<file path="src/rtl/core/hlsc_pkg.sv">
// Shared types and constants for the length-prefix to start-code converter.
`default_nettype none
package hlsc_pkg;

   // Width of the section size field by default
   localparam int DefaultSizeBits = 24;

   // Record header layout and framing constants
   localparam int          MinRecordSize = 7;
   localparam int          HdrCountPos   = 5;
   localparam logic [7:0]  SpsCountMask  = 8'h1F;
   localparam logic [7:0]  RecordVersion = 8'h01;
   localparam int          PktLenBytes   = 4;
   localparam int          StartCodeLen  = 4;
   localparam logic [7:0]  StartCodeTail = 8'h01;

   // Output beat kinds
   localparam logic KindData = 1'b0;
   localparam logic KindEnd  = 1'b1;

   // Command queue between front and back
   localparam int QueueDepth = 4;
   localparam int QPtrW      = $clog2(QueueDepth);
   localparam int QCntW      = $clog2(QueueDepth + 1);

   // Parser phases
   typedef enum logic [3:0] {
      PH_IDLE     = 4'd0,
      PH_HDR      = 4'd1,
      PH_SPS_HI   = 4'd2,
      PH_SPS_LO   = 4'd3,
      PH_SPS_DATA = 4'd4,
      PH_PPS_CNT  = 4'd5,
      PH_PPS_HI   = 4'd6,
      PH_PPS_LO   = 4'd7,
      PH_PPS_DATA = 4'd8,
      PH_PKT_LEN  = 4'd9,
      PH_PKT_DATA = 4'd10
   } phase_type;

   // One classified input byte: what the back end has to send for it
   typedef struct packed {
      logic       start_code;
      logic       has_data;
      logic       end_mark;
      logic [7:0] data;
   } cmd_type;

   // Front to queue write
   typedef struct packed {
      logic    push;
      cmd_type cmd;
   } qwrite_type;

   // Queue status
   typedef struct packed {
      logic full;
      logic empty;
   } qstat_type;

endpackage
`default_nettype wire

</file>
<file path="src/rtl/core/hlsc_if.sv">
// Valid/ready channel interfaces for the request and response streams.
`default_nettype none
interface hlsc_req_if import hlsc_pkg::*; #(
   parameter int SizeBits = DefaultSizeBits
);
   logic                valid;
   logic                ready;
   logic                req_type;
   logic [7:0]          data_byte;
   logic [SizeBits-1:0] section_size;
   logic                key_frame;
   logic                section_last;

   modport source (
      output valid, req_type, data_byte, section_size, key_frame, section_last,
      input  ready
   );
   modport sink (
      input  valid, req_type, data_byte, section_size, key_frame, section_last,
      output ready
   );
endinterface

interface hlsc_rsp_if;
   logic       valid;
   logic       ready;
   logic       out_kind;
   logic [7:0] out_byte;

   modport source (
      output valid, out_kind, out_byte,
      input  ready
   );
   modport sink (
      input  valid, out_kind, out_byte,
      output ready
   );
endinterface
`default_nettype wire

</file>
<file path="src/rtl/core/hlsc_front.sv">
// Front end: parses record and packet bytes and classifies each into a command.
`default_nettype none
module hlsc_front import hlsc_pkg::*; #(
   parameter int SizeBits = DefaultSizeBits
) (
   input  wire logic                clock,
   input  wire logic                reset,
   input  wire logic                accept,
   input  wire logic                req_type,
   input  wire logic [7:0]          data_byte,
   input  wire logic [SizeBits-1:0] section_size,
   input  wire logic                key_frame,
   input  wire logic                section_last,
   output qwrite_type               qwrite
);

   localparam int CmpW = ((SizeBits > 32) ? SizeBits : 32) + 2;

   phase_type           phase_ff, phase_in;
   logic [SizeBits-1:0] pos_ff, pos_in;
   logic [23:0]         accum_ff, accum_in;
   logic [SizeBits-1:0] left_ff, left_in;
   logic [7:0]          entries_ff, entries_in;
   logic                stopped_ff, stopped_in;

   logic                restart, in_pkt;
   phase_type           ph_cur;
   logic [SizeBits-1:0] pos_cur, left_cur, left_dec;
   logic [23:0]         accum_cur;
   logic [31:0]         accum_sh, len_val;
   logic [7:0]          entries_cur, ent_dec;
   logic                stopped_cur;
   logic                act, at_end_pos, short4, overrun;
   logic [15:0]         len16;
   logic [CmpW-1:0]     len_sum;
   cmd_type             cmd;

   // Restart the section on idle or on a change of byte type
   assign in_pkt      = (phase_ff == PH_PKT_LEN) || (phase_ff == PH_PKT_DATA);
   assign restart     = (phase_ff == PH_IDLE) || (req_type != in_pkt);
   assign ph_cur      = restart ? (req_type ? PH_PKT_LEN : PH_HDR) : phase_ff;
   assign pos_cur     = restart ? '0 : pos_ff;
   assign accum_cur   = restart ? '0 : accum_ff;
   assign left_cur    = restart ? '0 : left_ff;
   assign entries_cur = restart ? '0 : entries_ff;
   assign stopped_cur = restart ? 1'b0 : stopped_ff;

   // Shared bound checks
   assign act        = !stopped_cur && (pos_cur < section_size);
   assign at_end_pos = ({1'b0, pos_cur} + {{SizeBits{1'b0}}, 1'b1}) == {1'b0, section_size};
   assign short4     = ({2'b00, pos_cur} + (SizeBits+2)'(PktLenBytes))
                       > {2'b00, section_size};
   assign accum_sh   = {accum_cur, data_byte};
   assign len16      = {accum_cur[7:0], data_byte};
   assign len_val    = (ph_cur == PH_PKT_LEN) ? accum_sh : {16'h0000, len16};
   assign len_sum    = CmpW'(pos_cur) + CmpW'(len_val) + CmpW'(1);
   assign overrun    = len_sum > CmpW'(section_size);
   assign ent_dec    = entries_cur - 8'd1;
   assign left_dec   = left_cur - {{(SizeBits-1){1'b0}}, 1'b1};

   // Next phase
   always_comb begin
      phase_in = phase_ff;
      if (accept) begin
         phase_in = ph_cur;
         if (act) begin
            unique case (ph_cur)
               PH_HDR: begin
                  if (pos_cur == SizeBits'(HdrCountPos))
                     phase_in = ((data_byte & SpsCountMask) != 8'd0) ? PH_SPS_HI : PH_PPS_CNT;
               end
               PH_SPS_HI: begin
                  if (!at_end_pos) phase_in = PH_SPS_LO;
               end
               PH_PPS_HI: begin
                  if (!at_end_pos) phase_in = PH_PPS_LO;
               end
               PH_SPS_LO: begin
                  if (overrun)            phase_in = PH_PPS_CNT;
                  else if (len16 != '0)   phase_in = PH_SPS_DATA;
                  else                    phase_in = (ent_dec != '0) ? PH_SPS_HI : PH_PPS_CNT;
               end
               PH_PPS_LO: begin
                  if (!overrun) begin
                     if (len16 != '0)        phase_in = PH_PPS_DATA;
                     else if (ent_dec != '0) phase_in = PH_PPS_HI;
                  end
               end
               PH_SPS_DATA: begin
                  if (left_dec == '0) phase_in = (ent_dec != '0) ? PH_SPS_HI : PH_PPS_CNT;
               end
               PH_PPS_DATA: begin
                  if (left_dec == '0 && ent_dec != '0) phase_in = PH_PPS_HI;
               end
               PH_PPS_CNT: begin
                  if (data_byte != '0) phase_in = PH_PPS_HI;
               end
               PH_PKT_LEN: begin
                  if (!(entries_cur == '0 && short4) && entries_cur == 8'(PktLenBytes - 1)
                      && !overrun && accum_sh != '0)
                     phase_in = PH_PKT_DATA;
               end
               PH_PKT_DATA: begin
                  if (left_dec == '0) phase_in = PH_PKT_LEN;
               end
               default: phase_in = ph_cur;
            endcase
         end
         if (section_last) phase_in = PH_IDLE;
      end
   end

   // Section counters, stop flag and command
   always_comb begin
      pos_in     = pos_ff;
      accum_in   = accum_ff;
      left_in    = left_ff;
      entries_in = entries_ff;
      stopped_in = stopped_ff;
      cmd        = '0;
      cmd.data   = data_byte;
      if (accept) begin
         pos_in     = (pos_cur == {SizeBits{1'b1}}) ? pos_cur
                      : pos_cur + {{(SizeBits-1){1'b0}}, 1'b1};
         accum_in   = accum_cur;
         left_in    = left_cur;
         entries_in = entries_cur;
         stopped_in = stopped_cur;
         if (act) begin
            unique case (ph_cur)
               PH_HDR: begin
                  if (pos_cur == '0) begin
                     if (!(key_frame && section_size >= SizeBits'(MinRecordSize)
                           && data_byte == RecordVersion))
                        stopped_in = 1'b1;
                  end else if (pos_cur == SizeBits'(HdrCountPos)) begin
                     entries_in = data_byte & SpsCountMask;
                  end
               end
               PH_SPS_HI, PH_PPS_HI: begin
                  if (at_end_pos) stopped_in = 1'b1;
                  else            accum_in   = {16'h0000, data_byte};
               end
               PH_SPS_LO, PH_PPS_LO: begin
                  accum_in = '0;
                  if (overrun) begin
                     if (ph_cur == PH_PPS_LO) stopped_in = 1'b1;
                  end else begin
                     cmd.start_code = 1'b1;
                     if (len16 != '0) begin
                        left_in = SizeBits'(len16);
                     end else begin
                        entries_in = ent_dec;
                        if (ph_cur == PH_PPS_LO && ent_dec == '0) stopped_in = 1'b1;
                     end
                  end
               end
               PH_SPS_DATA, PH_PPS_DATA: begin
                  cmd.has_data = 1'b1;
                  left_in      = left_dec;
                  if (left_dec == '0) begin
                     entries_in = ent_dec;
                     if (ph_cur == PH_PPS_DATA && ent_dec == '0) stopped_in = 1'b1;
                  end
               end
               PH_PPS_CNT: begin
                  entries_in = data_byte;
                  if (data_byte == '0) stopped_in = 1'b1;
               end
               PH_PKT_LEN: begin
                  if (entries_cur == '0 && short4) begin
                     stopped_in = 1'b1;
                  end else if (entries_cur == 8'(PktLenBytes - 1)) begin
                     entries_in = '0;
                     accum_in   = '0;
                     if (overrun) begin
                        stopped_in = 1'b1;
                     end else begin
                        cmd.start_code = 1'b1;
                        if (accum_sh != '0) left_in = SizeBits'(accum_sh);
                     end
                  end else begin
                     accum_in   = accum_sh[23:0];
                     entries_in = entries_cur + 8'd1;
                  end
               end
               PH_PKT_DATA: begin
                  cmd.has_data = 1'b1;
                  left_in      = left_dec;
               end
               default: stopped_in = 1'b1;
            endcase
         end
         // Close the section on its last byte
         if (section_last) begin
            cmd.end_mark = req_type;
            pos_in       = '0;
            accum_in     = '0;
            left_in      = '0;
            entries_in   = '0;
            stopped_in   = 1'b0;
         end
      end
   end

   assign qwrite = '{push: accept && (cmd.start_code || cmd.has_data || cmd.end_mark),
                     cmd: cmd};

   // Hold parser state
   always_ff @(posedge clock) begin
      if (reset) begin
         phase_ff   <= PH_IDLE;
         stopped_ff <= 1'b0;
         entries_ff <= '0;
      end else begin
         phase_ff   <= phase_in;
         stopped_ff <= stopped_in;
         entries_ff <= entries_in;
      end
      pos_ff   <= pos_in;
      accum_ff <= accum_in;
      left_ff  <= left_in;
   end

endmodule
`default_nettype wire

</file>
<file path="src/rtl/core/hlsc_queue.sv">
// Short command queue between the parser front end and the beat sequencer.
`default_nettype none
module hlsc_queue import hlsc_pkg::*; (
   input  wire logic       clock,
   input  wire logic       reset,
   input  wire qwrite_type qwrite,
   input  wire logic       pop,
   output cmd_type         head,
   output qstat_type       qstat
);

   cmd_type          mem [QueueDepth];
   logic [QPtrW-1:0] wr_ptr_ff, wr_ptr_in;
   logic [QPtrW-1:0] rd_ptr_ff, rd_ptr_in;
   logic [QCntW-1:0] count_ff, count_in;

   // Advance pointers and count
   always_comb begin
      wr_ptr_in = qwrite.push ? wr_ptr_ff + QPtrW'(1) : wr_ptr_ff;
      rd_ptr_in = pop ? rd_ptr_ff + QPtrW'(1) : rd_ptr_ff;
      count_in  = count_ff;
      if (qwrite.push && !pop)      count_in = count_ff + QCntW'(1);
      else if (!qwrite.push && pop) count_in = count_ff - QCntW'(1);
   end

   always_ff @(posedge clock) begin
      if (reset) begin
         wr_ptr_ff <= '0;
         rd_ptr_ff <= '0;
         count_ff  <= '0;
      end else begin
         wr_ptr_ff <= wr_ptr_in;
         rd_ptr_ff <= rd_ptr_in;
         count_ff  <= count_in;
      end
   end

   // Store commands
   always_ff @(posedge clock) begin
      if (qwrite.push) mem[wr_ptr_ff] <= qwrite.cmd;
   end

   assign head  = mem[rd_ptr_ff];
   assign qstat = '{full: (count_ff == QCntW'(QueueDepth)), empty: (count_ff == '0)};

endmodule
`default_nettype wire

</file>
<file path="src/rtl/core/hlsc_back.sv">
// Back end: expands each command into start code, data and end marker beats.
`default_nettype none
module hlsc_back import hlsc_pkg::*; (
   input  wire logic    clock,
   input  wire logic    reset,
   input  wire cmd_type head,
   input  wire logic    q_empty,
   output logic         pop,
   output logic         rsp_valid,
   input  wire logic    rsp_ready,
   output logic         rsp_kind,
   output logic [7:0]   rsp_byte
);

   cmd_type    cur_ff, cur_in;
   logic       busy_ff, busy_in;
   logic [2:0] beat_ff, beat_in;
   logic [2:0] sc_beats, last_idx, rel;
   logic       in_sc, last_beat, done;

   // Locate the current beat within the command
   assign sc_beats  = cur_ff.start_code ? 3'(StartCodeLen) : 3'd0;
   assign last_idx  = sc_beats + {2'b00, cur_ff.has_data} + {2'b00, cur_ff.end_mark} - 3'd1;
   assign in_sc     = cur_ff.start_code && (beat_ff < 3'(StartCodeLen));
   assign rel       = beat_ff - sc_beats;
   assign last_beat = (beat_ff == last_idx);

   // Drive the beat
   always_comb begin
      rsp_kind = KindData;
      rsp_byte = 8'h00;
      if (in_sc) begin
         if (beat_ff == 3'(StartCodeLen - 1)) rsp_byte = StartCodeTail;
      end else if (cur_ff.has_data && rel == 3'd0) begin
         rsp_byte = cur_ff.data;
      end else begin
         rsp_kind = KindEnd;
      end
   end

   // Advance through beats, load the next command on the final one or when idle
   assign done      = busy_ff && rsp_ready && last_beat;
   assign pop       = (!busy_ff || done) && !q_empty;
   assign rsp_valid = busy_ff;

   always_comb begin
      cur_in  = cur_ff;
      busy_in = busy_ff;
      beat_in = beat_ff;
      if (pop) begin
         cur_in  = head;
         busy_in = 1'b1;
         beat_in = 3'd0;
      end else if (done) begin
         busy_in = 1'b0;
      end else if (busy_ff && rsp_ready) begin
         beat_in = beat_ff + 3'd1;
      end
   end

   always_ff @(posedge clock) begin
      if (reset) begin
         busy_ff <= 1'b0;
         beat_ff <= '0;
      end else begin
         busy_ff <= busy_in;
         beat_ff <= beat_in;
      end
      cur_ff <= cur_in;
   end

endmodule
`default_nettype wire

</file>
<file path="src/rtl/core/h264_length_prefix_to_start_code.sv">
// Top level: length-prefixed H.264 byte stream to start-code form.
//
//  channel   dir  beat contents                                          handshake
//  req_bus   in   req_type, data_byte, section_size, key_frame,
//                 section_last                                           valid/ready
//  rsp_bus   out  out_kind, out_byte                                     valid/ready
//
// One request beat per cycle; a beat that yields output leaves one command in a
// four-deep queue. The sequencer sends one response beat per cycle while rsp_ready
// is high: a payload byte is one beat, a start code four, an end marker one more. A
// beat's first response is offered once its command is queued and loaded by the
// sequencer, if free. Start-code bursts stall the request side only once the queue
// is full. Synchronous reset returns the parser to idle and empties the queue.
`default_nettype none
module h264_length_prefix_to_start_code import hlsc_pkg::*; #(
   parameter int SizeBits = DefaultSizeBits
) (
   input wire logic     clock,
   input wire logic     reset,
   hlsc_req_if.sink     req_bus,
   hlsc_rsp_if.source   rsp_bus
);

   qwrite_type q_write;
   qstat_type  q_stat;
   cmd_type    q_head;
   logic       q_pop;
   logic       req_accept;

   // Accept a beat while the queue has room
   assign req_bus.ready = !q_stat.full;
   assign req_accept    = req_bus.valid && req_bus.ready;

   hlsc_front #(.SizeBits(SizeBits)) u_front (
      .clock        (clock),
      .reset        (reset),
      .accept       (req_accept),
      .req_type     (req_bus.req_type),
      .data_byte    (req_bus.data_byte),
      .section_size (req_bus.section_size),
      .key_frame    (req_bus.key_frame),
      .section_last (req_bus.section_last),
      .qwrite       (q_write)
   );

   hlsc_queue u_queue (
      .clock  (clock),
      .reset  (reset),
      .qwrite (q_write),
      .pop    (q_pop),
      .head   (q_head),
      .qstat  (q_stat)
   );

   hlsc_back u_back (
      .clock     (clock),
      .reset     (reset),
      .head      (q_head),
      .q_empty   (q_stat.empty),
      .pop       (q_pop),
      .rsp_valid (rsp_bus.valid),
      .rsp_ready (rsp_bus.ready),
      .rsp_kind  (rsp_bus.out_kind),
      .rsp_byte  (rsp_bus.out_byte)
   );

`ifndef NO_ASSERTIONS
   // Never write a full queue
   a_no_overflow: assert property (@(posedge clock) disable iff (reset)
      q_write.push |-> !q_stat.full)
      else $error("command written into a full queue");

   // Never load from an empty queue
   a_no_underflow: assert property (@(posedge clock) disable iff (reset)
      q_pop |-> !q_stat.empty)
      else $error("command read from an empty queue");

   // A closing packet beat leaves work behind for the sequencer
   a_end_kept: assert property (@(posedge clock) disable iff (reset)
      (req_accept && req_bus.section_last && req_bus.req_type)
      |=> (!q_stat.empty || rsp_bus.valid))
      else $error("end of packet marker lost");
`endif

endmodule
`default_nettype wire
</file>
<file path="src/flat_wrapper.sv">
// flat-port wrapper written by rule: the top's interface ports become plain ports
module h264_length_prefix_to_start_code_flat import hlsc_pkg::*;
#(
   parameter int SizeBits = DefaultSizeBits
)
  (clock, reset, req_bus_valid, req_bus_req_type, req_bus_data_byte, req_bus_section_size, req_bus_key_frame, req_bus_section_last, req_bus_ready, rsp_bus_valid, rsp_bus_out_kind, rsp_bus_out_byte, rsp_bus_ready);
  hlsc_req_if #(.SizeBits(SizeBits)) req_bus_i ();
  hlsc_rsp_if rsp_bus_i ();
  input wire logic clock;
  input wire logic reset;
  input wire logic [$bits(req_bus_i.valid)-1:0] req_bus_valid;
  input wire logic [$bits(req_bus_i.req_type)-1:0] req_bus_req_type;
  input wire logic [$bits(req_bus_i.data_byte)-1:0] req_bus_data_byte;
  input wire logic [$bits(req_bus_i.section_size)-1:0] req_bus_section_size;
  input wire logic [$bits(req_bus_i.key_frame)-1:0] req_bus_key_frame;
  input wire logic [$bits(req_bus_i.section_last)-1:0] req_bus_section_last;
  output wire logic [$bits(req_bus_i.ready)-1:0] req_bus_ready;
  output wire logic [$bits(rsp_bus_i.valid)-1:0] rsp_bus_valid;
  output wire logic [$bits(rsp_bus_i.out_kind)-1:0] rsp_bus_out_kind;
  output wire logic [$bits(rsp_bus_i.out_byte)-1:0] rsp_bus_out_byte;
  input wire logic [$bits(rsp_bus_i.ready)-1:0] rsp_bus_ready;
  assign req_bus_i.valid = req_bus_valid;
  assign req_bus_i.req_type = req_bus_req_type;
  assign req_bus_i.data_byte = req_bus_data_byte;
  assign req_bus_i.section_size = req_bus_section_size;
  assign req_bus_i.key_frame = req_bus_key_frame;
  assign req_bus_i.section_last = req_bus_section_last;
  assign req_bus_ready = req_bus_i.ready;
  assign rsp_bus_valid = rsp_bus_i.valid;
  assign rsp_bus_out_kind = rsp_bus_i.out_kind;
  assign rsp_bus_out_byte = rsp_bus_i.out_byte;
  assign rsp_bus_i.ready = rsp_bus_ready;
  h264_length_prefix_to_start_code #(.SizeBits(SizeBits)) u_core (.clock(clock), .reset(reset), .req_bus(req_bus_i), .rsp_bus(rsp_bus_i));
endmodule
</file>
<file path="config.mk">
export PLATFORM = sky130hd
export DESIGN_NAME = h264_length_prefix_to_start_code_flat
export DESIGN_NICKNAME = d
export VERILOG_FILES = /design/src/rtl/core/hlsc_pkg.sv /design/src/rtl/core/hlsc_if.sv /design/src/rtl/core/hlsc_front.sv /design/src/rtl/core/hlsc_queue.sv /design/src/rtl/core/hlsc_back.sv /design/src/rtl/core/h264_length_prefix_to_start_code.sv /design/src/flat_wrapper.sv
export SDC_FILE = /design/constraint.sdc
export NUM_CORES = 1
export LEC_CHECK = 0
export ABC_AREA = 1
export BUFFER_PORTS_ARGS = -buffer_cell sky130_fd_sc_hd__buf_4
export CAP_MARGIN = 0
export CORE_MARGIN = 5
export CORE_UTILIZATION = 70
export CTS_CLUSTER_DIAMETER = 200
export CTS_CLUSTER_SIZE = 8
export DETAILED_ROUTE_END_ITERATION = 6
export HOLD_SLACK_MARGIN = 0.15
export PLACE_DENSITY_LB_ADDON = 0.25
export SYNTH_ARGS = -nofsm -noshare
export SYNTH_HDL_FRONTEND = slang
export SYNTH_SLANG_ARGS = --single-unit
</file>
<file path="constraint.sdc">
create_clock -name clock -period 10.33 [get_ports clock]
set_clock_uncertainty 0.1 [all_clocks]
set_input_delay 1.5495 -clock clock [delete_from_list [all_inputs] [get_ports clock]]
set_output_delay 1.5495 -clock clock [all_outputs]
set_load 0.02 [all_outputs]
</file>
Word-level counts from Yosys, hierarchy flattened

Memory sizes are Yosys's and may differ from the RTL's. A register that Yosys moved wholly into a read port is not among the register bits.
Index checks and enable logic that the tools add are counted.

Register bits: 96
Memory bits (writable): 44
Output and inout port bits: 11
Memories: 1

Memories:

| memory             | words | width | read ports | clocked after memory_dff | write ports | line             | text |
|---|---|---|---|---|---|---|---|
| u_core.u_queue.mem | 4     | 11    | 1          | 1                        | 1           | hlsc_queue.sv:12 | `cmd_type mem [QueueDepth];` |

Add/sub/neg operators: 17
Reduce and logical (&&, ||, !) cells: 53
Bitwise logic cells: 1
$lt $le $gt $ge: 5
Mux-type cells: 86
Equality and inequality tests: 21

Operators by type and width:

| operator                | number |
|---|---|
| $mux W24                | 15 |
| $pmux W24 S3            | 2 |
| $mux W8                 | 12 |
| $mux W4                 | 15 |
| $logic_not A24 Y1       | 2 |
| $pmux W4 S10            | 1 |
| $pmux W8 S5             | 1 |
| $add A33 B1 Y34 const B | 1 |
| $gt A34 B24 Y1          | 1 |
| $add A24 B32 Y33        | 1 |
| $mux W32                | 1 |
| $reduce_bool A32 Y1     | 1 |
| $mux W1                 | 28 |
| $add A24 B1 Y25 const B | 1 |
| $add A24 B3 Y25 const B | 1 |
| $eq A25 B24 Y1          | 1 |
| $gt A25 B24 Y1          | 1 |
| $add A24 B1 Y24 const B | 1 |
| $eq A24 B24 Y1 const B  | 1 |
| $eq A24 B3 Y1 const B   | 1 |
| $ge A24 B3 Y1 const B   | 1 |
| $logic_not A8 Y1        | 3 |
| $lt A24 B24 Y1          | 1 |
| $mux W3                 | 8 |
| 34 further kinds        | 82 |

Longest topological paths before layout

Depth after elaboration: 23
Mapped depth: 46

Hierarchy

From an unflattened synthesis, not the netlist that was laid out.

Cell total of the unflattened synthesis: 2433
Area total of the unflattened synthesis: 15742.6 um2

Modules (own cells, without submodules):

| module                           | area an instance (um2) | times used | cells each | seq. area each (um2) |
|---|---|---|---|---|
| hlsc_front                       | 12903.6                | 1          | 2179       | 2422.3 |
| hlsc_queue                       | 2075.7                 | 1          | 165        | 1501.4 |
| hlsc_back                        | 749.5                  | 1          | 86         | 410.4 |
| h264_length_prefix_to_start_code | 13.8                   | 1          | 3          | 0.0 |

Worst setup path before layout

No wires, ideal clock.

Path kind: input to register
From: in req_bus_req_type
To: reg u_core.u_queue.count_ff[2]
Path slack: 3.910 ns
Data arrival time: 6.250 ns
Buffers on the path: 1
Required time: 10.160 ns
Library setup time: 0.070 ns
Cell stages on the path: 42
Cells stage by stage: inv_1 > nand2_1 > nand2_4 > nand2_4 > buf_4 > nor2_1 > ha_1 > a21oi_1 > o21ai_0 > nand3_1 > nand2_1 > nand2_1 > nand2_1 > nand3_1 > nand2_1 > xor2_1 > ha_1 > nand2_1 > [6 not listed] > nand3_1 > nand2_1 > nand2_1 > and2_1 > nand3_1 > nor2_4 > nand2_4 > inv_2 > nand2_1 > nand2_1 > ha_1 > inv_1 > fa_1 > nor2_1 > nor2_1 > nand2_1 > o21ai_0 > a21oi_1

RTL lines:

| what                 | line               | text |
|---|---|---|
| start, declared      | flat_wrapper.sv:12 | `input wire logic [$bits(req_bus_i.req_type)-1:0] req_bus_req_type;` |
| end signal, assigned | hlsc_queue.sv:34   | `count_ff <= count_in;` |
| end, declared        | hlsc_queue.sv:15   | `logic [QCntW-1:0] count_ff, count_in;` |

==> Flow_metrics.wiki <==
{| class="wikitable"
! Metric !! Value
|-
| Cell variety after synth || 58
|-
| Number of cells upsized or downsized after cts || 0
|-
| Setup TNS after final layout || 0 ns
|-
| CTS max path bufs || 2
|-
| DP HPWL || 41630 µm
|-
| Number of instances in the synthesized netlist || 2431
|-
| Final Hold Violating Endpoints || 0
|-
| Final setup violating endpoints || 0
|-
| Async SR Flop Fraction || 0%
|-
| Worst Setup SP || req_bus_req_type
|-
| Post-layout net count || 2593
|-
| Total clock buffers created by CTS || 17
|-
| Total via count after detailed routing || 17739
|-
| Number of antenna violations at the first check in global routing || 0
|-
| Number of storage elements in the synthesis netlist || 151
|-
| Final Instance Count excl. Fillers || 2739
|-
| Required time of the worst setup path || 10.30 ns
|-
| Delay of the slowest critical-path stage || 0.76 ns
|-
| WP data arrival || 8.01 ns
|-
| Violated checks || DRC
|-
| Overall die area || 25890 µm²
|-
| Routed wire length || 56080 µm
|-
| Final period util || 77.84%
|-
| Core Box Area || 22500 µm²
|-
| Top library cells by usage in the layout, fill and taps aside || sky130_fd_sc_hd__nand2_1, sky130_fd_sc_hd__inv_1, sky130_fd_sc_hd__nor2_1
|-
| Commonest non-fill, non-tap cell in the layout || sky130_fd_sc_hd__nand2_1
|-
| Most frequent cell on the critical path || sky130_fd_sc_hd__nand2_1
|-
| Maximum capacitance violations || 0
|-
| Placed cell count || 2707
|-
| Slowest cell on the critical path || sky130_fd_sc_hd__nor2_1
|-
| Post-CTS setup repair buffer count || 0
|-
| Tot GR Track Use || 42.08%
|-
| Met2 usage in global routing || 65.04%
|-
| GR met1 Demand/Resource || 54.82%
|-
| I/O pin total || 50
|-
| Cell family with the largest share of critical-path delay || simple AND/OR/NAND/NOR gates
|-
| Highest clock frequency the design can meet || 124.4 MHz
|-
| EDFF count, synth || 127
|-
| Kind of critical path || input port to flip-flop
|-
| Cell area after technology mapping || 15940 µm²
|-
| CP Capture Type || flip-flop
|-
| Clock insertion delay at the later pin of the skew report || 0.46 ns
|-
| Pin count of the biggest net entering global routing || 73
|-
| Via count of the first global-routing pass || 16478
|-
| Critical path startpoint category || input port
|-
| Floorplan row count || 55
|-
| Power density over cell area || 145.3 nW/µm²
|-
| Clock root buffer master || sky130_fd_sc_hd__clkbuf_16
|-
| Number of nets with antenna violations after routing || 0
|-
| Unrepaired setup endpoints after global routing || false
|-
| IR drop worst, VDD || 115.6 µV
|-
| IO buf count || 49
|-
| Launch instance of the worst register-to-register path || u_core.u_front.phase_ff[2]$_SDFFE_PP0P_
|-
| DRC Markers || 4
|-
| Worst path buffer plus inverter count || 6
|-
| Class of the tightest hold or removal check || flip-flop to flip-flop
|-
| Most heavily used metal layer in global routing || met2
|-
| Met3 routing resource usage after global routing || 9.956%
|-
| TritonRoute pass-1 iters || 7
|-
| Layout overhead on the synthesized area || 6.485%
|-
| Nets in the synthesized netlist || 2583
|-
| Share of final-layout standard cells stronger than drive strength 1 || 7.702%
|-
| Level count of the clock H-tree || 4
|-
| Global-route wire length before repair || 86620 µm
|-
| Highest net fanout along the worst path || 53
|-
| N_diodes || 0
|-
| Hold Startpoint || u_core.u_front.entries_ff[0]$_SDFFE_PP0P_
|-
| Number of DRC violations after detailed-routing iteration 0 || 3290
|-
| Final Max Tran Viols || 0
|-
| Warnings from Yosys || 0
|-
| Clock sink total || 151
|-
| Run status || complete, but fails checks
|-
| Clock transition at the registers of the reported paths || 0.08 ns
|-
| Die span in x || 160.9 µm
|-
| Static leakage || 8.257 nW
|-
| Global route overflow || 0
|-
| Post-synth top flop || sky130_fd_sc_hd__edfxtp_1
|-
| Via count normalized by instance count || 6.476
|-
| Final critical-path required period || 8.041 ns
|-
| Proportion of synthesized chip area in sequential cells || 26.94%
|-
| TritonCTS clock tree || done
|-
| Slew margin rel. || 21.72%
|-
| Final core area utilization || 75.42%
|-
| Routed length per instance || 20.48 µm
|-
| Mean instance size in the synthesized netlist || 6.556 µm²
|-
| Hold-fix buffers, CTS || 0
|-
| Die span in y || 160.9 µm
|-
| Placer congestion estimate || 1.073
|-
| Initial standard-cell utilization of the core || 70.83%
|-
| Least-Margin Pin Slew || 1.170 ns
|}
==> power breakdown <==
| part | leakage [nW] | internal [mW] | switching (mW) |
|---|---|---|---|
| clock | 0.299 | 0.332 | 0.340 |
| combinational | 6.53 | 0.263 | 0.672 |
| sequential | 1.43 | 0.784 | 0.0748 |
==> kinds of logic after synthesis <==
family | Yosys count | synth area share, %
AOI/OAI and AO/OA | 386 | 13.43
xor gates and xnor gates | 59 | 3.242
adders and majority gates | 113 | 8.965
buffers and inverters | 396 | 10.08
DFF | 151 | 26.94
and+or+nand+nor | 1326 | 37.34
==> flip-flops by register name (all words and copies together) (netlist names) <==
register                   cells
u_core.u_queue.mem            44
u_core.u_front.accum_ff       24
u_core.u_front.left_ff        24
u_core.u_front.pos_ff         24
u_core.u_back.cur_ff          11
u_core.u_front.entries_ff      8
u_core.u_front.phase_ff        4
u_core.u_back.beat_ff          3
u_core.u_queue.count_ff        3
u_core.u_queue.rd_ptr_ff       2
u_core.u_queue.wr_ptr_ff       2
u_core.u_back.rsp_valid        1
u_core.u_front.stopped_ff      1
==> final timing paths <==
kind                                                                   to  slack (ns)  cells after the start
worst max-delay path                   u_core.u_queue.mem[3][2]$_DFFE_PP_        2.29                     35
worst min-delay path            u_core.u_front.entries_ff[0]$_SDFFE_PP0P_        0.37                      2
worst max register to register         u_core.u_queue.mem[3][2]$_DFFE_PP_        2.38                     34
worst min register to register  u_core.u_front.entries_ff[0]$_SDFFE_PP0P_        0.37                      2
==> cell type report <==
cell class | count | area [µm²]
Sequential cell | 151 | 4294
Fill cell | 1801 | 5532
Inverter | 332 | 1249
Multi-Input combinational cell | 1884 | 10040
Timing Repair Buffer | 55 | 412.9
Clock buffer | 17 | 425.4
Clock inverter | 15 | 196.4
Tap cell | 285 | 356.6
==> synthesized netlist by cell type, types with 5 or more instances <==
cell | n | share of area [%]
sky130_fd_sc_hd__edfxtp_1 | 127 | 24
sky130_fd_sc_hd__nand2_2 | 7 | 0.27
sky130_fd_sc_hd__o21ai_1 | 25 | 0.79
sky130_fd_sc_hd__a21oi_1 | 166 | 5.2
sky130_fd_sc_hd__clkbuf_1 | 34 | 0.80
sky130_fd_sc_hd__buf_2 | 13 | 0.41
sky130_fd_sc_hd__o21ai_0 | 112 | 3.5
sky130_fd_sc_hd__a31oi_1 | 7 | 0.27
sky130_fd_sc_hd__nand4_1 | 58 | 2.3
sky130_fd_sc_hd__dfxtp_1 | 24 | 3.0
sky130_fd_sc_hd__xnor2_1 | 6 | 0.33
sky130_fd_sc_hd__inv_2 | 23 | 0.54
sky130_fd_sc_hd__nor4_1 | 8 | 0.31
sky130_fd_sc_hd__buf_6 | 10 | 0.71
sky130_fd_sc_hd__nor2_2 | 25 | 0.98
sky130_fd_sc_hd__nand3_2 | 9 | 0.57
sky130_fd_sc_hd__ha_1 | 111 | 8.7
sky130_fd_sc_hd__inv_1 | 307 | 7.2
sky130_fd_sc_hd__nand3_1 | 244 | 7.7
sky130_fd_sc_hd__nor2_4 | 12 | 0.85
sky130_fd_sc_hd__nand3b_1 | 6 | 0.28
sky130_fd_sc_hd__o211ai_1 | 22 | 1.0
sky130_fd_sc_hd__nor3_1 | 29 | 0.91
sky130_fd_sc_hd__nand2_1 | 628 | 15
sky130_fd_sc_hd__nor2_1 | 276 | 6.5
sky130_fd_sc_hd__o22ai_1 | 23 | 0.90
sky130_fd_sc_hd__nand4_2 | 5 | 0.39
sky130_fd_sc_hd__xor2_1 | 53 | 2.9
==> routing by layer <==
layer / vias up / part of all wire [%]
met5: - / 0
met4: 0 / 6.6
met2: 1400 / 43
li1: 8149 / -
met3: 314 / 14
met1: 7876 / 37
==> through the flow <==
stage | total power [mW] | hold slack [ns] | setup WS, ns | instance area, µm²
5_1_grt | 2.583 | 0.3883 | 1.831 | 16970
3_5_place_dp | 1.762 | 0.3646 | 2.123 | 16350
3_3_place_gp | 1.720 | 0.3518 | 2.272 | 16350
4_1_cts | 2.419 | 0.3756 | 2.564 | 16970
2_1_floorplan | 1.502 | 0.3393 | 3.910 | 15940
6_report | 2.466 | 0.3748 | 2.289 | 16970
==> worst register-to-register path, delay by kind of cell, from the launching register on <==
| kind | cells | cell delay (ns) |
|---|---|---|
| fa+ha+maj | 2 | 0.60 |
| xor+xnor | 1 | 0.16 |
| simple gates | 22 | 3.43 |
| flops | 1 | 0.45 |
| compound gates | 3 | 0.76 |
| buf+inv | 6 | 2.06 |
Power figures use the tool's default switching activity.
